[config.mk]
export PLATFORM = sky130hd
export DESIGN_NAME = rbis_mul
export DESIGN_NICKNAME = d
export VERILOG_FILES = /design/src/design/rigid_body_integration_step_core_macros.svh /design/src/design/rbis_mul.sv
export SDC_FILE = /design/constraint.sdc
export NUM_CORES = 2
export LEC_CHECK = 0
export BUFFER_PORTS_ARGS = -buffer_cell sky130_fd_sc_hd__buf_4
export CAP_MARGIN = 30
export CELL_PAD_IN_SITES_DETAIL_PLACEMENT = 1
export CELL_PAD_IN_SITES_GLOBAL_PLACEMENT = 2
export CORE_UTILIZATION = 43
export DETAILED_ROUTE_END_ITERATION = 10
export PLACE_DENSITY = 0.93
export SLEW_MARGIN = 20
export SYNTH_ARGS = -nofsm -noshare
export SYNTH_HDL_FRONTEND = slang
export SYNTH_SLANG_ARGS = --single-unit
[constraint.sdc]
create_clock -name clock -period 10.1 [get_ports clock]
set_input_delay 2.02 -clock clock [delete_from_list [all_inputs] [get_ports clock]]
set_output_delay 2.02 -clock clock [all_outputs]
set_load 0.01 [all_outputs]
[src/design/rigid_body_integration_step_core_macros.svh]
// Assertion macros for the rigid body integration step core.
// Included by the top level; no other dependencies.
`ifndef RIGID_BODY_INTEGRATION_STEP_CORE_MACROS_SVH
`define RIGID_BODY_INTEGRATION_STEP_CORE_MACROS_SVH

// Same-cycle implication, disabled in reset.
`define RBIS_ASSERT_IMP(lbl, clk, rst, ante, cons, msg) \
   lbl: assert property (@(posedge clk) disable iff (rst) (ante) |-> (cons)) \
      else $error(msg);

// Next-cycle implication, disabled in reset.
`define RBIS_ASSERT_NXT(lbl, clk, rst, ante, cons, msg) \
   lbl: assert property (@(posedge clk) disable iff (rst) (ante) |=> (cons)) \
      else $error(msg);

`endif

[src/design/rbis_mul.sv]
// Shared registered 33x33 signed multiplier.
// No package dependencies.
module rbis_mul (
   input  logic               clock,
   input  logic signed [32:0] mul_a,
   input  logic signed [32:0] mul_b,
   output logic signed [65:0] mul_p
);

   logic signed [65:0] prod_ff;
   logic signed [65:0] prod_in;

   assign prod_in = mul_a * mul_b;

   always_ff @(posedge clock) begin
      prod_ff <= prod_in;
   end

   assign mul_p = prod_ff;

endmodule

==> metrics.sh <==
RUN_STATUS='finished, final reports clean'
CORE.ROWCOUNT=112
FIN_CRIT_SH=0.949
IO_PINS=133
DIE_W_UM=308
ANT_NETS=0
CTS_INSERTED_BUFFERS=9
SYNTHCELLS=4302
SYN_AVG_CELL_AREA_UM2=9.38
VIA_COUNT_OF_THE_FIRST_GLOBAL_ROUTING_PASS=33900
LARGEST_REGISTER_FF_COUNT=66
IO_BUFFER_COUNT=132
POST_SYNTHESIS_INSTANCE_AREA_UM2=40400
GP_CONGESTION=0.877
SYNTH_TOP_FLOP_CELL='dfxtp_1'
CTS.REPAIR_TIMING.SETUP_BUFFER_COUNT=0
NFILLCELLS=10700
HOLD_CLASS='primary input to flip-flop'
YS_TOP_CELLS_BY_COUNT='fa_1 (1,145), inv_1 (1,133), and2_1 (562)'
DETAIL_ROUTE.VIAS_PER_CELL=5.18
MAX_CLOCK_FREQ_MHz=104
MEAN_ROUTED_WIRELENGTH_PER_CELL_UM=21.8
PLACE.DETAILED.INSTANCES=5514
CTS.REPORTEDPATHS.CLKPINSLEW_NS=0.07
FINAL.SETUP.TNS_NS=0
DRC=0
CRIT_PATH_ARRIVAL_TIME_NS=9.92
YS_ASYNC_SR_FRACTION=0
NETLIST.AREA_LEADER.SHARE=0.568
TRITONCTS_CLOCK_TREE='done'
GLOBALROUTETOTALUTIL=0.272
DRV.MAX_CAP_VIOLATION_COUNT=0
POST_LAYOUT_NET_COUNT=5700
CLK_ROOT_BUFFER_CELL='clkbuf_16'
GRT_MAX_DEGREE=34
FINAL.MIN_CLOCK_PERIOD_NS=9.58
VIAS=28600
FINAL-MAX-SLEW-VIOLATION-COUNT=0
TIGHTESTPINTRANSITION_NS=0.868
POST_CTS_HOLD_BUFFER_COUNT=0
WORST-PATH-MAX-FANOUT=33
POSTSYNTHNETCOUNT=5731
SYNTH.TOP_CELLS.BY_AREA='fa_1 (57%), inv_1 (11%), and2_1 (8.7%)'
SEQUENTIAL_SHARE_OF_THE_SYNTHESIZED_AREA=0.0327
CTS-ROOT-TO-SINK-BUFFERS=2
YS_FF_LATCH=66
YOSYSWARNINGCOUNT=0
FIN_CELLS=5531
PLACE_HPWL_MM=102
GROWTH_OF_DESIGN_AREA_FROM_SYNTHESIS_TO_FINISH_PCT=5.97
SYNTH_MOST_COMMON_CELL='fa_1'
FIN_UTIL=0.459
INITIAL_CORE_UTIL=0.433
INITIALDRTVIOLATIONCOUNT=1438
FINAL_LAYOUT_SIZE_SUFFIX_GT1_FRAC=0.0510
GRT_SETUP_UNREPAIRED='no'
SETUP_VIOL_COUNT_FINAL=0
HOLD_VIOL_FINAL=0
MAX_SLEW_MARGIN=0.418
GRT_TOTAL_OVFL=0
TIMING.CRITICAL_PATH.FROM_TYPE='primary input'
DIE_HEIGHT_UM=308
RESIZED_AFTER_CTS=0
FP.COREAREA_UM2=93200
CLOCK_SINKS=66
GRT_FIRST_PASS_WIRELENGTH_MM=196
WORST_SETUP_PATH_END_KIND='flip-flop'
SYNTHDOMINANTAREACELLTYPE='fa_1'
H-TREE-DEPTH=3
WORST_EP_REQUIRED_NS=10.44
NUMBER_OF_ANTENNA_VIOLATIONS_AT_THE_FIRST_CHECK_IN_GLOBAL_ROUTING=5
SYNTH.DISTINCT_CELLS=61
TIMING.SETUP.CRITICAL_PATH_CLASS='primary input to flip-flop'
DETAILEDROUTE.FIRSTPASSITERATIONCOUNT=5
NUMBER_OF_FLOPS_MAPPED_TO_ENABLE_CELLS_BY_YOSYS=0
FLOORPLAN.DIE_AREA_UM2=95100
DRT-TOTAL-WL_MM=121
## placed cells by master (no fill, tap or decap), types with 47 or more instances in the layout
cell and count:
xnor2_1 55, ha_1 217, inv_1 1133, buf_4 178, dfxtp_1 66, nand2_1 543, nor2_1 47, and2_1 562
fa_1 1145, a21oi_1 73
## worst max-delay path: stages
cell	delay, ns
buf_4	0.27
nand2_1	0.18
inv_1	0.10
fa_1	0.66
inv_1	0.14
fa_1	0.50
inv_1	0.07
fa_1	0.52
inv_1	0.06
fa_1	0.53
inv_1	0.06
fa_1	0.49
fa_1	0.52
fa_1	0.49
inv_1	0.05
fa_1	0.47
inv_1	0.04
ha_1	0.41
and4_1	0.26
and2_0	0.15
a311oi_1	0.44
nor4_1	0.14
o21a_1	0.15
a211oi_2	0.49
o21ai_1	0.25
o41ai_2	0.27
xnor2_1	0.17
## cell type report
class / instances / area (µm²) / share of cell area
flip-flops and latches: 66 / 1320 / 0.0309
inverters: 1133 / 4250 / 0.0994
multi-input cells: 2882 / 34000 / 0.794
clock inverters: 7 / 101 / 0.00237
clock buffers: 9 / 225 / 0.00527
repair buffers: 179 / 1350 / 0.0315
diodes: 1 / 2.50 / 0.0000585
well taps: 1254 / 1570 / 0.0367
## metrics by stage
step           worst slack (ns)  hold WS [ns]  instance area, µm²
2_1_floorplan             0.859          2.15               40400
3_3_place_gp              0.152          2.41               42400
3_5_place_dp             0.0764          2.41               42400
4_1_cts                   0.486          2.01               42800
5_1_grt                   0.194          2.04               42800
6_report                  0.520          2.03               42800
## cell families (layout without fill, tap and decap cells)
family                     Yosys count  after routing  synth area share
adders and majority gates         1362           1362             0.635
buffers and inverters             1354           1328             0.126
and+or+nand+nor                   1228           1228             0.154
AOI/OAI and AO/OA                  217            217            0.0360
xor gates and xnor gates            75             75            0.0163
DFF                                 66             66            0.0327
other                                0              1                 0
## per-layer routing
layer,track usage,share of wire,vias to the layer above
li1,-,-,12100
met1,0.365,0.42,15600
met2,0.458,0.50,744
met3,0.0419,0.057,164
met4,0.0699,0.023,10
met5,0,0.00058,-
## worst paths after layout
kind              startpoint        end  slack (ns)  depth (start not counted)
setup / recovery    mul_b[0]  mul_p[59]        0.52                         27
hold / removal      mul_a[0]   mul_p[0]        2.03                          2
Power is not shown: default switching activity piles up to over one toggle a cycle in this logic, so the estimate is an artifact.
