===== src/design/rigid_body_integration_step_core_macros.svh =====
// Assertion macros for the rigid body integration step core.
// Included by the top level; no other dependencies.
`ifndef RIGID_BODY_INTEGRATION_STEP_CORE_MACROS_SVH
`define RIGID_BODY_INTEGRATION_STEP_CORE_MACROS_SVH

// Same-cycle implication, disabled in reset.
`define RBIS_ASSERT_IMP(lbl, clk, rst, ante, cons, msg) \
   lbl: assert property (@(posedge clk) disable iff (rst) (ante) |-> (cons)) \
      else $error(msg);

// Next-cycle implication, disabled in reset.
`define RBIS_ASSERT_NXT(lbl, clk, rst, ante, cons, msg) \
   lbl: assert property (@(posedge clk) disable iff (rst) (ante) |=> (cons)) \
      else $error(msg);

`endif


===== src/design/rbis_pkg.sv =====
// Shared types and constants for the rigid body integration step core.
// No dependencies.
package rbis_pkg;

   // fixed-point format of all Q values except the time step
   localparam int unsigned RBIS_FRAC_BITS = 16;

   // angular limits, negative disables the clamp
   localparam logic signed [31:0] RBIS_MAX_ANG_ACCEL = -32'sd65536;
   localparam logic signed [31:0] RBIS_MAX_ANG_VEL   = -32'sd65536;

   // 0.5 * 1.293 in Q0.16
   localparam logic [15:0] RBIS_DRAG_HALF_RHO = 16'd42369;

   // register indexes
   localparam logic [2:0] REG_MODE_FLAGS   = 3'd0;
   localparam logic [2:0] REG_INVERSE_MASS = 3'd1;
   localparam logic [2:0] REG_GRAVITY_X    = 3'd2;
   localparam logic [2:0] REG_GRAVITY_Y    = 3'd3;
   localparam logic [2:0] REG_GRAVITY_Z    = 3'd4;
   localparam logic [2:0] REG_DRAG_COEFF   = 3'd5;
   localparam logic [2:0] REG_MAX_LIN_ACC  = 3'd6;
   localparam logic [2:0] REG_MAX_LIN_VEL  = 3'd7;

   // register reset values
   localparam logic [1:0]         RST_MODE_FLAGS   = 2'd2;
   localparam logic [30:0]        RST_INVERSE_MASS = 31'd65536;
   localparam logic signed [31:0] RST_GRAVITY_Y    = -32'sd642253;
   localparam logic signed [31:0] RST_LIMIT        = -32'sd65536;

   typedef struct packed {
      logic        start;
      logic [63:0] radicand;
   } sqrt_req_type;

   typedef struct packed {
      logic        start;
      logic [63:0] dividend;
      logic [31:0] divisor;
   } div_req_type;

endpackage


===== src/design/rbis_div.sv =====
// Restoring divider, 64-bit dividend by 32-bit divisor, one quotient bit per cycle.
// Requires dividend < divisor * 2^32. Depends on rbis_pkg.
module rbis_div (
   input  logic                 clock,
   input  logic                 reset,
   input  rbis_pkg::div_req_type req,
   output logic                 done,
   output logic [31:0]          quot
);
   import rbis_pkg::*;

   logic        busy_ff, busy_in;
   logic        done_ff, done_in;
   logic [4:0]  cnt_ff, cnt_in;
   logic [31:0] num_ff, num_in;
   logic [31:0] rem_ff, rem_in;
   logic [31:0] den_ff, den_in;
   logic [31:0] q_ff, q_in;
   logic [32:0] rem_sh;

   assign rem_sh = {rem_ff, num_ff[31]};

   always_comb begin
      busy_in = busy_ff;
      done_in = 1'b0;
      cnt_in  = cnt_ff;
      num_in  = num_ff;
      rem_in  = rem_ff;
      den_in  = den_ff;
      q_in    = q_ff;
      if (req.start) begin
         busy_in = 1'b1;
         cnt_in  = '0;
         rem_in  = req.dividend[63:32];
         num_in  = req.dividend[31:0];
         den_in  = req.divisor;
         q_in    = '0;
      end else if (busy_ff) begin
         if (rem_sh >= {1'b0, den_ff}) begin
            rem_in = 32'(rem_sh - {1'b0, den_ff});
            q_in   = {q_ff[30:0], 1'b1};
         end else begin
            rem_in = rem_sh[31:0];
            q_in   = {q_ff[30:0], 1'b0};
         end
         num_in = {num_ff[30:0], 1'b0};
         cnt_in = cnt_ff + 5'd1;
         if (cnt_ff == 5'd31) begin
            busy_in = 1'b0;
            done_in = 1'b1;
         end
      end
   end

   always_ff @(posedge clock) begin
      if (reset) begin
         busy_ff <= 1'b0;
         done_ff <= 1'b0;
      end else begin
         busy_ff <= busy_in;
         done_ff <= done_in;
      end
      cnt_ff <= cnt_in;
      num_ff <= num_in;
      rem_ff <= rem_in;
      den_ff <= den_in;
      q_ff   <= q_in;
   end

   assign done = done_ff;
   assign quot = q_ff;

endmodule


===== config.mk =====
export PLATFORM = sky130hd
export DESIGN_NAME = rbis_div
export DESIGN_NICKNAME = d
export VERILOG_FILES = /design/src/design/rigid_body_integration_step_core_macros.svh /design/src/design/rbis_pkg.sv /design/src/design/rbis_div.sv
export SDC_FILE = /design/constraint.sdc
export NUM_CORES = 1
export LEC_CHECK = 0
export ABC_AREA = 1
export CORE_MARGIN = 5
export CORE_UTILIZATION = 60
export DETAILED_ROUTE_END_ITERATION = 16
export DONT_BUFFER_PORTS = 1
export HOLD_SLACK_MARGIN = 0.06
export PLACE_DENSITY_LB_ADDON = 0.05
export SETUP_SLACK_MARGIN = 0.2
export SLEW_MARGIN = 20
export SYNTH_ARGS = -nofsm -noshare
export SYNTH_HDL_FRONTEND = slang
export SYNTH_SLANG_ARGS = --single-unit
export TNS_END_PERCENT = 5

===== constraint.sdc =====
create_clock -name clock -period 3.7 [get_ports clock]
set_clock_uncertainty 0.2 [all_clocks]
set_input_delay 0.185 -clock clock [delete_from_list [all_inputs] [get_ports clock]]
set_output_delay 0.185 -clock clock [all_outputs]
set_load 0.01 [all_outputs]

==> metrics.md <==
| Metric | Value |
|---|---|
| Status | finished, final reports clean |
| Tmin final | 3.07 ns |
| Fin crit share | 83.0% |
| Setup violators final | 0 |
| First-pass GRT wire length | 36.0 mm |
| Worst slew margin | 33.4% |
| Syn nets | 1222 |
| Top cells by area, synth | edfxtp_1 35%, nand2_1 20%, dfxtp_1 9.5% |
| Area growth from synthesis to layout | 20.4% |
| Die W | 127 µm |
| Most used DFF post-synth | edfxtp_1 |
| Peak Freq | 326 MHz |
| Reg2Reg Depth | 10 |
| Fin util | 74.2% |
| Final Non-Filler Cells | 1369 |
| Nets@finish | 1314 |
| Critical path type | register to register |
| Clock sinks | 135 |
| Drt drc | 0 |
| Setup TNS | 0 ns |
| TritonRoute pass-1 iters | 6 |
| Routed wire length | 22.4 mm |
| Combinational power share | 33.4% |
| H-tree levels | 4 |
| Wirelength per Cell | 16.3 µm |
| Max-cap violation count | 0 |
| Final Hold Vio Count | 0 |
| Cell Area, Synth | 0.00820 mm² |
| Worst Hold Class | primary input to register |
| Post CTS Setup Buffer Count | 0 |
| Placement Rows | 42 |
| Most used cell, CP | nand2_1 |
| GRT Util Overall | 28.1% |
| Critical Path Sink Type | register |
| Slowest cell delay on critical path | 0.52 ns |
| Slowest CP cell | nor2_8 |
| Mapped Avg Cell Area | 7.53 µm² |
| Vias per cell | 5.28 |
| DRT iter0 DRCs | 478 |
| Pleak | 4.84 nW |
| Routed vias | 7224 |
| DP Cell Count | 1238 |
| Reg power frac | 35.1% |
| Detail Route Antenna Nets | 0 |
| Initial antenna violation count | 0 |
| Initial Util | 61.7% |
| Die ar. | 0.0161 mm² |
| P per Cell Area | 545 mW/mm² |
| TritonCTS buffer count | 17 |
| Crit path required time | 3.79 ns |
| Clock transition at the registers of the reported paths | 0.06 ns |
| CTS tree | built |
| Seq/Total Area, Yosys | 44.7% |
| Post-DP HPWL | 14.3 mm |
| Setup ws final | 0.628 ns |
| Max VDD drop | 457 µV |
| Syn Inst Count | 1088 |
| Root Buffer | clkbuf_16 |
| Distinct cells, synth | 40 |
| Place WS | 0.688 ns |
| Largest net degree at the start of global routing | 99 |
| CP max FO | 33 |
| Latest clock arrival within the worst-skew pair | 0.42 ns |
| Placer Congestion | 0.959 |
| CP startpoint kind | register |
| Layout cell share with drive strength beyond 1 | 6.12% |
| Ys async rst share | 0% |
| Clock buffer depth | 2 |
| NetSw | 1.91 mW |
| Crit-path cells | ha_1, a21oi_2, nand2_1, a21oi_1, nand2_2, nor2_8, nand2_8, nand2_1, nand3_1, nand2_1 |
| Core Footprint | 0.0133 mm² |
| RSZ-0062 raised after global routing | no |
| Final max-slew violation count | 0 |
| Crit path DAT | 3.16 ns |
| Boundary Pins | 132 |
| Via count of the first global-routing pass | 7296 |
| Height of the die | 127 µm |
| IO buf count | 0 |
| Synthesis Warnings | 0 |
| Clk pwr share | 31.5% |
| Internal | 3.47 mW |
| Area share of the largest cell type after synthesis | 35.2% |
| N_diodes | 0 |
| Post-synth EDFFs | 96 |
| Flops & latches, synth | 135 |
| Top cell type by total area after synthesis | edfxtp_1 |
| Worst Tran Pin Value | 0.997 ns |
| Hold depth | 4 |
| Switching share of total power | 35.5% |
| Overflow after GRT | 0 |
worst max-delay path: cells and delay by family (launching register included):
kind,cells,cell delay [ns]
simple gates,7,1.36
flops,1,0.40
compound gates,2,0.57
fa+ha+maj,1,0.40
synth_stat cells, types with 6 or more instances:
| library cell | number |
|---|---|
| dfxtp_1 | 39 |
| ha_1 | 34 |
| nand2_1 | 434 |
| edfxtp_1 | 96 |
| nor2_2 | 7 |
| o22ai_1 | 30 |
| nand4_1 | 10 |
| nand3b_1 | 26 |
| nor2_1 | 42 |
| a21oi_1 | 16 |
| nand3_1 | 65 |
| buf_4 | 6 |
| o21ai_0 | 6 |
| nand3_2 | 10 |
| inv_1 | 195 |
| nand2_2 | 7 |
| clkbuf_1 | 13 |
| xnor2_1 | 14 |
power groups by stage:
stage / Clock, mW / Sequential [mW] / Combinational, mW
after floorplan: 0 / 1.89 / 1.33
after CTS: 1.70 / 1.88 / 1.76
after global routing: 1.79 / 1.90 / 2.02
after global placement: 0 / 1.91 / 1.64
after detailed placement: 0 / 1.91 / 1.64
final: 1.69 / 1.89 / 1.79
final timing paths:
| check | startpoint | to | slack [ns] |
|---|---|---|---|
| hold reg to reg | cnt_ff[4] | cnt_ff[4] | 0.27 |
| setup / recovery | rem_ff[27] | rem_ff[23] | 0.63 |
| setup reg to reg | rem_ff[27] | rem_ff[23] | 0.63 |
| hold / removal | req[96] | cnt_ff[1] | 0.19 |
repair_timing:
action / in CTS / in global routing
hold buffers: 99 / 0
resized for setup: 0 / 0
endpoints found under the hold margin: 134 / 0
placed cells by master (no fill, tap or decap), types with 3 or more instances in the layout:
| cell | count |
|---|---|
| o21ai_0 | 6 |
| inv_1 | 194 |
| dlygate4sd3_1 | 98 |
| dfxtp_1 | 39 |
| clkbuf_16 | 18 |
| o22ai_1 | 30 |
| nor3_1 | 5 |
| inv_6 | 3 |
| nand3_2 | 10 |
| inv_2 | 5 |
| nand2_2 | 7 |
| edfxtp_1 | 96 |
| nand4_1 | 10 |
| a21oi_1 | 16 |
| nor2_2 | 7 |
| nand3_1 | 65 |
| inv_4 | 3 |
| buf_4 | 3 |
| nand3b_1 | 26 |
| ha_1 | 34 |
| nor2_1 | 42 |
| nand2_1 | 434 |
| xnor2_1 | 14 |
area by class of cell:
class | instances | area [µm²]
repair buffers | 103 | 1050
multi-input cells | 723 | 3600
inverters | 200 | 752
clock buffers | 21 | 473
clock inverters | 11 | 109
well taps | 176 | 220
fillers | 970 | 3430
flip-flops and latches | 135 | 3660
flip-flops by register name (all words and copies together) (netlist names):
register  count
busy_ff       1
den_ff       32
rem_ff       32
num_ff       32
cnt_ff        5
done          1
quot         32
metrics by stage:
stage	area (µm²)	hold WS [ns]	total power, mW
floorplan	8200	0.0611	3.23
global placement	8280	0.0667	3.54
detailed placement	8280	0.0652	3.56
CTS	9870	0.176	5.34
global route	9870	0.182	5.71
finish	9870	0.188	5.38
layer usage:
layer / GRT usage, % / part of all wire [%] / vias up
met5: 0 / 0 / -
met4: 9.84 / 2.7 / 0
met3: 6.01 / 6.9 / 43
met2: 47.7 / 48 / 270
met1: 35.7 / 42 / 3313
li1: - / - / 3598
logic make-up (layout without fill, tap and decap cells):
family	count (synthesis)	in the layout	share of synthesized area [%]
compound gates	59	59	4.29
buf+inv	230	335	11.4
simple gates	615	615	32.7
flops	135	135	44.7
fa+ha+maj	35	35	5.43
xor+xnor	14	14	1.50
No activity file was read; power rests on OpenSTA's default activity.
