<file path="src/design/rigid_body_integration_step_core_macros.svh">
// Assertion macros for the rigid body integration step core.
// Included by the top level; no other dependencies.
`ifndef RIGID_BODY_INTEGRATION_STEP_CORE_MACROS_SVH
`define RIGID_BODY_INTEGRATION_STEP_CORE_MACROS_SVH

// Same-cycle implication, disabled in reset.
`define RBIS_ASSERT_IMP(lbl, clk, rst, ante, cons, msg) \
   lbl: assert property (@(posedge clk) disable iff (rst) (ante) |-> (cons)) \
      else $error(msg);

// Next-cycle implication, disabled in reset.
`define RBIS_ASSERT_NXT(lbl, clk, rst, ante, cons, msg) \
   lbl: assert property (@(posedge clk) disable iff (rst) (ante) |=> (cons)) \
      else $error(msg);

`endif

</file>
<file path="src/design/rbis_pkg.sv">
// Shared types and constants for the rigid body integration step core.
// No dependencies.
package rbis_pkg;

   // fixed-point format of all Q values except the time step
   localparam int unsigned RBIS_FRAC_BITS = 16;

   // angular limits, negative disables the clamp
   localparam logic signed [31:0] RBIS_MAX_ANG_ACCEL = -32'sd65536;
   localparam logic signed [31:0] RBIS_MAX_ANG_VEL   = -32'sd65536;

   // 0.5 * 1.293 in Q0.16
   localparam logic [15:0] RBIS_DRAG_HALF_RHO = 16'd42369;

   // register indexes
   localparam logic [2:0] REG_MODE_FLAGS   = 3'd0;
   localparam logic [2:0] REG_INVERSE_MASS = 3'd1;
   localparam logic [2:0] REG_GRAVITY_X    = 3'd2;
   localparam logic [2:0] REG_GRAVITY_Y    = 3'd3;
   localparam logic [2:0] REG_GRAVITY_Z    = 3'd4;
   localparam logic [2:0] REG_DRAG_COEFF   = 3'd5;
   localparam logic [2:0] REG_MAX_LIN_ACC  = 3'd6;
   localparam logic [2:0] REG_MAX_LIN_VEL  = 3'd7;

   // register reset values
   localparam logic [1:0]         RST_MODE_FLAGS   = 2'd2;
   localparam logic [30:0]        RST_INVERSE_MASS = 31'd65536;
   localparam logic signed [31:0] RST_GRAVITY_Y    = -32'sd642253;
   localparam logic signed [31:0] RST_LIMIT        = -32'sd65536;

   typedef struct packed {
      logic        start;
      logic [63:0] radicand;
   } sqrt_req_type;

   typedef struct packed {
      logic        start;
      logic [63:0] dividend;
      logic [31:0] divisor;
   } div_req_type;

endpackage

</file>
<file path="src/design/rbis_sqrt.sv">
// Bit-serial integer square root, 64-bit radicand, one root bit per cycle.
// Depends on rbis_pkg.
module rbis_sqrt (
   input  logic                  clock,
   input  logic                  reset,
   input  rbis_pkg::sqrt_req_type req,
   output logic                  done,
   output logic [31:0]           root
);
   import rbis_pkg::*;

   logic        busy_ff, busy_in;
   logic        done_ff, done_in;
   logic [4:0]  cnt_ff, cnt_in;
   logic [63:0] rad_ff, rad_in;
   logic [33:0] rem_ff, rem_in;
   logic [31:0] root_ff, root_in;
   logic [35:0] rem_sh;
   logic [35:0] trial;

   assign rem_sh = {rem_ff, rad_ff[63:62]};
   assign trial  = {2'b00, root_ff, 2'b01};

   always_comb begin
      busy_in = busy_ff;
      done_in = 1'b0;
      cnt_in  = cnt_ff;
      rad_in  = rad_ff;
      rem_in  = rem_ff;
      root_in = root_ff;
      if (req.start) begin
         busy_in = 1'b1;
         cnt_in  = '0;
         rad_in  = req.radicand;
         rem_in  = '0;
         root_in = '0;
      end else if (busy_ff) begin
         if (rem_sh >= trial) begin
            rem_in  = 34'(rem_sh - trial);
            root_in = {root_ff[30:0], 1'b1};
         end else begin
            rem_in  = rem_sh[33:0];
            root_in = {root_ff[30:0], 1'b0};
         end
         rad_in = {rad_ff[61:0], 2'b00};
         cnt_in = cnt_ff + 5'd1;
         if (cnt_ff == 5'd31) begin
            busy_in = 1'b0;
            done_in = 1'b1;
         end
      end
   end

   always_ff @(posedge clock) begin
      if (reset) begin
         busy_ff <= 1'b0;
         done_ff <= 1'b0;
      end else begin
         busy_ff <= busy_in;
         done_ff <= done_in;
      end
      cnt_ff  <= cnt_in;
      rad_ff  <= rad_in;
      rem_ff  <= rem_in;
      root_ff <= root_in;
   end

   assign done = done_ff;
   assign root = root_ff;

endmodule

</file>
<file path="config.mk">
export PLATFORM = sky130hd
export DESIGN_NAME = rbis_sqrt
export DESIGN_NICKNAME = d
export VERILOG_FILES = /design/src/design/rigid_body_integration_step_core_macros.svh /design/src/design/rbis_pkg.sv /design/src/design/rbis_sqrt.sv
export SDC_FILE = /design/constraint.sdc
export NUM_CORES = 1
export LEC_CHECK = 0
export BUFFER_PORTS_ARGS = -buffer_cell sky130_fd_sc_hd__buf_2
export CAP_MARGIN = 20
export CORE_UTILIZATION = 50
export CTS_CLUSTER_SIZE = 10
export DETAILED_ROUTE_END_ITERATION = 8
export GPL_ROUTABILITY_DRIVEN = 0
export PLACE_DENSITY = 0.69
export REMOVE_ABC_BUFFERS = 1
export SYNTH_ARGS = -nofsm -noshare
export SYNTH_HDL_FRONTEND = slang
export SYNTH_SLANG_ARGS = --single-unit
</file>
<file path="constraint.sdc">
create_clock -name clock -period 3.9 [get_ports clock]
set_clock_uncertainty 0.2 [all_clocks]
set_input_delay 0.195 -clock clock [delete_from_list [all_inputs] [get_ports clock]]
set_output_delay 0.195 -clock clock [all_outputs]
set_load 0.05 [all_outputs]
</file>
==> results of run 1 <==
-- cell type report --
| cell class | count | area, um2 | share of cell area, % |
|---|---|---|---|
| flip-flops and latches | 137 | 3390 | 36.5 |
| inverters | 40 | 150 | 1.62 |
| clock buffers | 17 | 425 | 4.58 |
| clock inverters | 15 | 114 | 1.23 |
| multi-input cells | 492 | 3760 | 40.5 |
| repair buffers | 173 | 1220 | 13.1 |
| well taps | 184 | 230 | 2.48 |
-- logic make-up (layout without fill, tap and decap cells) --
logic type               after synthesis  after routing  share of synthesized area [%]
AO/OA/AOI/OAI                        143            143                           13.1
XOR/XNOR                              34             34                           3.98
adder cells (fa/ha/maj)               36             36                           6.02
buffers and inverters                 83            245                           4.60
flip-flops                           137            137                           45.2
multiplexers                         123            123                           17.5
AND/OR/NAND/NOR                      156            156                           9.58
-- critical path: stages (launching register included) --
cell      delay (ps)
dfxtp_1          370
inv_1             70
ha_1             390
a21o_1           230
a21o_1           180
a21o_1           190
a211oi_2         210
nand3_1          170
a311o_1          420
a21oi_4          180
buf_4            340
mux2i_1          240
a211oi_1          90
-- per-layer routing --
metal / GRT usage [%] / wire length [um] / vias up
met5: 0 / 0 / -
met1: 26.1 / 7230 / 2669
met4: 6.09 / 201 / 0
met3: 6.53 / 809 / 22
li1: - / - / 2876
met2: 36.8 / 7950 / 149
-- registers in the layout (all words and copies together), names as in the netlist --
name	flops
busy_ff	1
cnt_ff	5
done	1
rad_ff	64
rem_ff	34
root	32
-- worst paths after layout --
path	startpoint	endpoint	slack (ps)	cells past startpoint
setup / recovery	root[15]	rem_ff[18]	470	12
hold / removal	req[64]	root[31]	50	2
setup reg to reg	root[15]	rem_ff[18]	470	12
hold reg to reg	rem_ff[32]	rem_ff[32]	290	2
-- placed cells by master, fill, tap and decap left out, types with 31 or more instances in the layout --
master,n
buf_2,98
dlygate4sd3_1,65
nor2_1,80
mux2_2,62
edfxtp_1,64
dfxtp_1,72
inv_1,40
a211oi_1,31
ha_1,36
mux2i_1,60
-- power groups by stage --
stage	combinational, W	sequential [W]	clock, W
floorplan	0.00148	0.00178	0
global placement	0.00183	0.00179	0
detailed placement	0.00186	0.00180	0
CTS	0.00192	0.00177	0.00150
global route	0.00213	0.00179	0.00156
finish	0.00193	0.00177	0.00148
-- through the flow --
step | utilization [%] | area, um2 | total power [W]
after floorplan | - | 7290 | 0.00327
after global placement | 55.5 | 8090 | 0.00362
after detailed placement | 55.5 | 8090 | 0.00366
after CTS | 63.6 | 9280 | 0.00520
after global routing | 63.6 | 9280 | 0.00549
final | 63.6 | 9280 | 0.00518
==> run metrics, run 1 <==
Seq/Total Area, Yosys 45.2%; clk root buf clkbuf_16; Synth cell types 52; Die Y 124 um; via count 5,716; number of global-route vias before repair 5,776; Final HPWL DP 10.1 mm; core area 14,600 um2; final setup violation count 0; WP data arrival 3500 ps; global route overflow 0; CTS H-tree lvls 4; clock share of power 28.5%; Worst IR Drop VDD 0.000346 V; TritonCTS clock tree done; initial core utilization 51.3%; cts repair resizes 0; period utilisation layout 88.1%; Filler cells 1,123; Post-synth EDFFs 64; flops & latches, synth 137; IO buf count 99; P_sw 0.00177 W; layout cell share with drive strength beyond 1 23.3%; sw frac 34.1%; Critical Path Fanout Max 23; Setup Total Neg Slack 0 ps; Routed Wire Length 16.2 mm; power density cells 558 nW/um2; Layout area overhead 24.0%; count leader, synth nor2_1; max cap viols 0; I/O pin count 100; CTS sink count 137; clk slew on worst S/H paths 70 ps; Final #Nets 964; most frequent cells after synthesis nor2_1 (80), dfxtp_1 (73), edfxtp_1 (64), mux2_2 (62), mux2i_1 (60); Final Hold Fails 0; P_leak 3.89 nW; Max-Slew Margin vs Limit 41.4%; maximum buffer depth of the clock tree 2; post-route ant nets 0; Critical Path Start Type register; Synthesis Warnings 0; initial antenna violation count 0; initial DRC count 274; FFs w/ async S/R, synth 0%; post-CTS setup buffer count 0; drt first pass iters 4; Peak Freq 0.291 GHz; TritonCTS buffer count 17; DP Worst Slack 463 ps; Mean Syn Cell Area 10.5 um2; final slew viol count 0; Residual DRC 0; Die ar. 15,500 um2; CP Data Required Time 3960 ps; Hold Crit Class in2reg; P_int 0.00341 W; CTS Hold Bufs 65; Netlist Area Pre-Place 7480 um2; Least-Margin Pin Slew 879 ps; Hold WS 52.6 ps; share of the synthesized area in the top cell type 25.7%; routed len/inst 15.3 um; Gate power share 37.2%; cells after synthesis 712; global-route wire length before repair 27.2 mm; largest net degree at the start of global routing 66; Area contributors post-synth edfxtp_1 (26%), dfxtp_1 (20%), mux2_2 (9.3%); fin cells 1,058; n_diodes 0; status completed; Top FF cell, synth dfxtp_1; DR vias/cell 5.40; Reg power frac 34.2%; placed cell count 961; Crit. End Element register; cell row count 44; GRT Total Usage 21.5%; critical path class reg2reg; Clock Latency Late Sink 420 ps; Synth area leader edfxtp_1; post-layout min period 3430 ps; fin worst setup slack 466 ps; chip width 124 um; RSZ-0062 raised after global routing no
Note: power is estimated with default switching activity, not from simulation.
==> inputs of run 2 (changes only) <==
- HOLD_SLACK_MARGIN: unset -> 0.08
==> run 2 against run 1 <==
Register-to-register slack barely moved. Final cell count is essentially flat. Die area is the same. First-iteration DRC count down 7.3%. Largest cell class unchanged. Non-clock buffer count grew 1. Worst setup slack worse by 1.6 ps.
==> run metrics, run 2 (synthesis gave the netlist of run 1 again) <==
CP Data Required Time 3960 ps (about the same); Crit. End Element register (unchanged); GRT Total Usage 21.6% (was 21.5%); initial core utilization 51.3% (unchanged); Die ar. 15,500 um2 (unchanged); most frequent cells in the layout buf_2 (98), nor2_1 (80), dfxtp_1 (72), dlygate4sd3_1 (66), edfxtp_1 (64) (was buf_2 (98), nor2_1 (80), dfxtp_1 (72), dlygate4sd3_1 (65), edfxtp_1 (64)); chip width 124 um (unchanged); Residual DRC 0 (unchanged); Largest register FFs 64 (unchanged); CTS H-tree lvls 4 (unchanged); max cap viols 0 (unchanged); Routed Wire Length 16.3 mm (was 16.2 mm); layout cell share with drive strength beyond 1 23.3% (about the same); final slew viol count 0 (unchanged); design area 9290 um2 (was 9280 um2); Filler cells 1,124 (was 1,123); Clock Latency Late Sink 420 ps (about the same); Worst IR Drop VDD 0.000346 V (about the same); Hold Crit Class in2reg (unchanged); DR vias/cell 5.43 (was 5.40); power density cells 558 nW/um2 (about the same); routed len/inst 15.4 um (was 15.3 um); Layout area overhead 24.1% (was 24.0%); post-layout min period 3440 ps (was 3430 ps); initial antenna violation count 0 (unchanged); status completed (unchanged); maximum buffer depth of the clock tree 2 (unchanged); FF+latch area 3390 um2 (unchanged); Critical Path Start Type register (unchanged); fin worst setup slack 464 ps (was 466 ps); multi-input logic area 3760 um2 (unchanged); P_leak 3.89 nW (about the same); cell row count 44 (unchanged); Max-Slew Margin vs Limit 41.6% (was 41.4%); largest net degree at the start of global routing 66 (unchanged); core area 14,600 um2 (unchanged); Final Hold Fails 0 (unchanged); critical path class reg2reg (unchanged); initial DRC count 254 (was 274); TritonCTS clock tree done (unchanged); global route overflow 0 (unchanged); I/O pin count 100 (unchanged); WP data arrival 3500 ps (about the same); commonest non-fill, non-tap cell in the layout buf_2 (unchanged); n_diodes 0 (unchanged); largest register by flop count rad_ff (unchanged); Peak Freq 0.291 GHz (about the same); Critical Path Fanout Max 23 (unchanged); RSZ-0062 raised after global routing no (unchanged); Die Y 124 um (unchanged); final setup violation count 0 (unchanged); Final HPWL DP 10.1 mm (unchanged); clk slew on worst S/H paths 70 ps (about the same); DP Worst Slack 463 ps (unchanged); drt first pass iters 4 (unchanged); number of global-route vias before repair 5,784 (was 5,776); IO buf count 99 (unchanged); TritonCTS buffer count 17 (unchanged); CTS sink count 137 (unchanged); post-route ant nets 0 (unchanged); Final #Nets 965 (was 964); DP Area 8090 um2 (unchanged); Least-Margin Pin Slew 876 ps (was 879 ps); period utilisation layout 88.1% (about the same); via count 5,746 (was 5,716); clk root buf clkbuf_16 (unchanged); global-route wire length before repair 27.4 mm (was 27.2 mm)
[run 2: cell count changes in the layout (fill, tap and decap cells not counted)]
cell,previous run,this run
dlygate4sd3_1,65,66
[run 2: cell type report]
type                    count  area share, %
flip-flops and latches    137           36.5
inverters                  40           1.62
multi-input cells         492           40.4
repair buffers            174           13.2
well taps                 184           2.48
clock buffers              17           4.58
clock inverters            15           1.23
[run 2: power by group]
group	leakage, nW	total, W	internal, W	switching, W
clock	0.262	0.00148	0.000821	0.000655
combinational	2.39	0.00193	0.000922	0.00101
sequential	1.24	0.00177	0.00167	0.000102
[run 2: what timing repair did]
action                    in CTS  in global routing
setup buffers                  0                  0
hold buffers                  66                  0
hold endpoints to repair      82                  0
resized for setup              0                  0
[run 2: path summary, 6_finish.rpt]
kind / start / endpoint / slack, ps / cells after the start
worst min-delay path: reset / busy_ff / 280 / 3
worst min register to register: rem_ff[32] / rem_ff[32] / 290 / 2
worst max register to register: root[15] / rem_ff[18] / 460 / 12
worst max-delay path: root[15] / rem_ff[18] / 460 / 12
[run 2: per-layer routing]
layer,vias up,GRT usage (%),part of all wire [%]
met5,-,0,0
met1,2714,26.2,45
met3,19,6.40,4.6
met4,0,6.31,1.4
li1,2882,-,-
met2,131,37.0,49
[run 2: metrics by stage]
step / std cells / utilization (%) / setup TNS (ps) / total power, W / hold WS [ps]
floorplan: 669 / - / -25350 / 0.00327 / 67.4
global placement: 961 / 55.5 / 0 / 0.00362 / 163
detailed placement: 961 / 55.5 / 0 / 0.00366 / 162
CTS: 1059 / 63.7 / 0 / 0.00520 / 269
global route: 1059 / 63.7 / 0 / 0.00549 / 287
finish: 1059 / 63.7 / 0 / 0.00518 / 282
[run 2: critical path, stage by stage, from the launching register on]
cell and delay [ps]:
dfxtp_1 370, inv_1 70, ha_1 380, a21o_1 230
a21o_1 180, a21o_1 190, a211oi_2 210, nand3_1 170
a311o_1 420, a21oi_4 180, buf_4 340, mux2i_1 240
a211oi_1 90
==> inputs of run 3 (changes only) <==
- CORE_UTILIZATION: 50 -> 35
- PLACE_DENSITY: 0.69 -> 0.53
- clock period: 3.9 -> 3.1 ns (I/O delays scaled with it)
==> run 3 against run 2 <==
Via count is 4.2% higher. Cell area is 13% higher. Fmax is 11% higher. Global-route usage is 4.9 points lower. Clock power is 45% higher. Combinational power is 71% higher. Worst hold slack worse by 55 ps. First-iteration DRC count is 18% lower. Non-clock buffer count is 87 higher. Total power is 48% higher. Die area is 42% higher. Routed wire length is 9.1% higher.
==> run metrics, run 3 (synthesis gave the netlist of run 1 again) <==
Reg power frac 29.0% (was 34.3%); IO buf count 99 (unchanged); TritonCTS clock tree done (unchanged); largest net degree at the start of global routing 97 (was 66); initial DRC count 208 (was 254); number of global-route vias before repair 6,001 (was 5,784); Crit. End Element register (unchanged); final slew viol count 0 (unchanged); P_sw 0.00255 W (was 0.00176 W); Die Y 148 um (was 124 um); clk root buf clkbuf_16 (unchanged); n_diodes 0 (unchanged); fin cells 1,237 (was 1,059); Layout area overhead 40.7% (was 24.1%); CP max stage delay 400 ps (was 420 ps); Residual DRC 0 (unchanged); max cap viols 0 (unchanged); post-layout min period 3090 ps (was 3440 ps); clock share of power 27.9% (was 28.5%); critical path class reg2reg (unchanged); CP Data Required Time 3180 ps (was 3960 ps); period utilisation layout 99.8% (was 88.1%); power density cells 727 nW/um2 (was 558 nW/um2); Least-Margin Pin Slew 528 ps (was 876 ps); Setup Total Neg Slack 0 ps (unchanged); Final #Nets 1,052 (was 965); initial core utilization 35.6% (was 51.3%); clk slew on worst S/H paths 60 ps (was 70 ps); Crit-path slowest cell a311o_1 (unchanged); most frequent CP cell buf_12 (was a21o_1); WP data arrival 3170 ps (was 3500 ps); Routed Wire Length 17.8 mm (was 16.3 mm); most frequent cells in the layout buf_2 (98), buf_4 (88), nor2_1 (80), dlygate4sd3_1 (66), edfxtp_1 (64) (was buf_2 (98), nor2_1 (80), dfxtp_1 (72), dlygate4sd3_1 (66), edfxtp_1 (64)); Hold Crit Class in2reg (unchanged); Peak Freq 0.323 GHz (was 0.291 GHz); core area 21,000 um2 (was 14,600 um2); TritonCTS buffer count 17 (unchanged); status completed (unchanged); Gate power share 43.1% (was 37.3%); sw frac 33.3% (was 34.1%); placed cell count 1,127 (was 961); Clock Latency Late Sink 430 ps (was 420 ps); RSZ-0062 raised after global routing yes (was no); Max-Slew Margin vs Limit 64.8% (was 41.6%); drt first pass iters 4 (unchanged); Final HPWL DP 11.6 mm (was 10.1 mm); commonest non-fill, non-tap cell in the layout buf_2 (unchanged); chip width 148 um (was 124 um); Worst IR Drop VDD 0.000427 V (was 0.000346 V); worst path cell trace inv_2, ha_4, buf_4, and3_4, a32o_2, a211oi_4, nand3_2, a311o_1, a21oi_4, buf_12, buf_12, mux2i_2, a211oi_2 (was inv_1, ha_1, a21o_1, a21o_1, a21o_1, a211oi_2, nand3_1, a311o_1, a21oi_4, buf_4, mux2i_1, a211oi_1); P_int 0.00510 W (was 0.00342 W); GRT Total Usage 16.7% (was 21.6%); CTS H-tree lvls 4 (unchanged); post-route ant nets 0 (unchanged); maximum buffer depth of the clock tree 2 (unchanged); Critical Path Fanout Max 8 (was 23); P_leak 4.43 nW (was 3.89 nW); initial antenna violation count 0 (unchanged); cell row count 53 (was 44); final setup violation count 0 (unchanged); Largest register FFs 64 (unchanged); Die ar. 22,000 um2 (was 15,500 um2); global-route wire length before repair 29.5 mm (was 27.4 mm); layout cell share with drive strength beyond 1 36.6% (was 23.3%); largest register by flop count rad_ff (unchanged); Final Hold Fails 0 (unchanged); DR vias/cell 4.84 (was 5.43); global route overflow 0 (unchanged); CTS sink count 137 (unchanged); via count 5,988 (was 5,746); routed len/inst 14.4 um (was 15.4 um); Critical Path Start Type register (unchanged); I/O pin count 100 (unchanged); Filler cells 1,932 (was 1,124)
==> run 3: cell count changes in the layout (fill, tap and decap cells not counted), moves of 4 or more <==
cell,change
buf_12,+4
inv_8,+5
ha_4,+11
dfxtp_2,+16
inv_1,-5
ha_2,+6
ha_1,-17
buf_4,+78
dfxtp_1,-16
inv_2,+5
==> run 3: layer usage <==
metal	track usage, %	up-vias	routed length [um]
li1	-	3054	-
met1	21.2	2822	8460
met2	28.0	101	8420
met3	4.33	11	750
met4	4.79	0	147
met5	0	-	0
==> run 3: final cells by class <==
type | count | area, um2 | area share [%]
clock buffers | 18 | 429 | 4.07
clock inverters | 14 | 179 | 1.70
inverters | 40 | 150 | 1.43
multi-input cells | 492 | 4040 | 38.4
flip-flops and latches | 137 | 3410 | 32.3
well taps | 275 | 344 | 3.27
repair buffers | 261 | 1980 | 18.8
==> run 3: metrics by stage <==
stage | cell area [um2] | hold WS, ps | utilization, % | power (W) | worst slack [ps]
2_1_floorplan | 7290 | 27.4 | - | 0.00411 | -1100
3_3_place_gp | 8800 | 126 | 41.9 | 0.00502 | -67.9
3_5_place_dp | 8800 | 122 | 41.9 | 0.00501 | -118
4_1_cts | 10100 | 208 | 48.2 | 0.00731 | 5.37
5_1_grt | 10500 | 232 | 50.1 | 0.00812 | -136
6_report | 10500 | 227 | 50.1 | 0.00766 | 5.77
==> run 3: path summary, 6_finish.rpt <==
check / slack, ps / startpoint / to / cells past startpoint
worst max-delay path: 6 / root[23] / rem_ff[23] / 13
worst min-delay path: 230 / reset / busy_ff / 3
worst max register to register: 6 / root[23] / rem_ff[23] / 13
worst min register to register: 290 / rem_ff[32] / rem_ff[32] / 2
==> run 3: critical path: cells and delay by family, from the launching register on <==
family                     cells  cell delay [ps]
AOI/OAI and AO/OA              5             1260
buffers and inverters          4              480
DFF                            1              330
and+or+nand+nor                2              250
adders and majority gates      1              210
muxes                          1              210
==> run 3: power by group through the flow <==
| stage | logic (W) | clock network, W | registers, W |
|---|---|---|---|
| floorplan | 0.00186 | 0 | 0.00224 |
| global placement | 0.00278 | 0 | 0.00224 |
| detailed placement | 0.00277 | 0 | 0.00224 |
| CTS | 0.00291 | 0.00219 | 0.00221 |
| global route | 0.00361 | 0.00226 | 0.00225 |
| finish | 0.00330 | 0.00214 | 0.00222 |
==> run 3: repair_timing <==
item | 4_1_cts | 5_1_grt
hold endpoints to repair | 70 | 0
buffers inserted | 1 | 9
resized for setup | 10 | 60
setup endpoints to repair | 32 | 33
hold buffers | 66 | 0
pin swaps | 6 | 39
gates cloned | 0 | 2
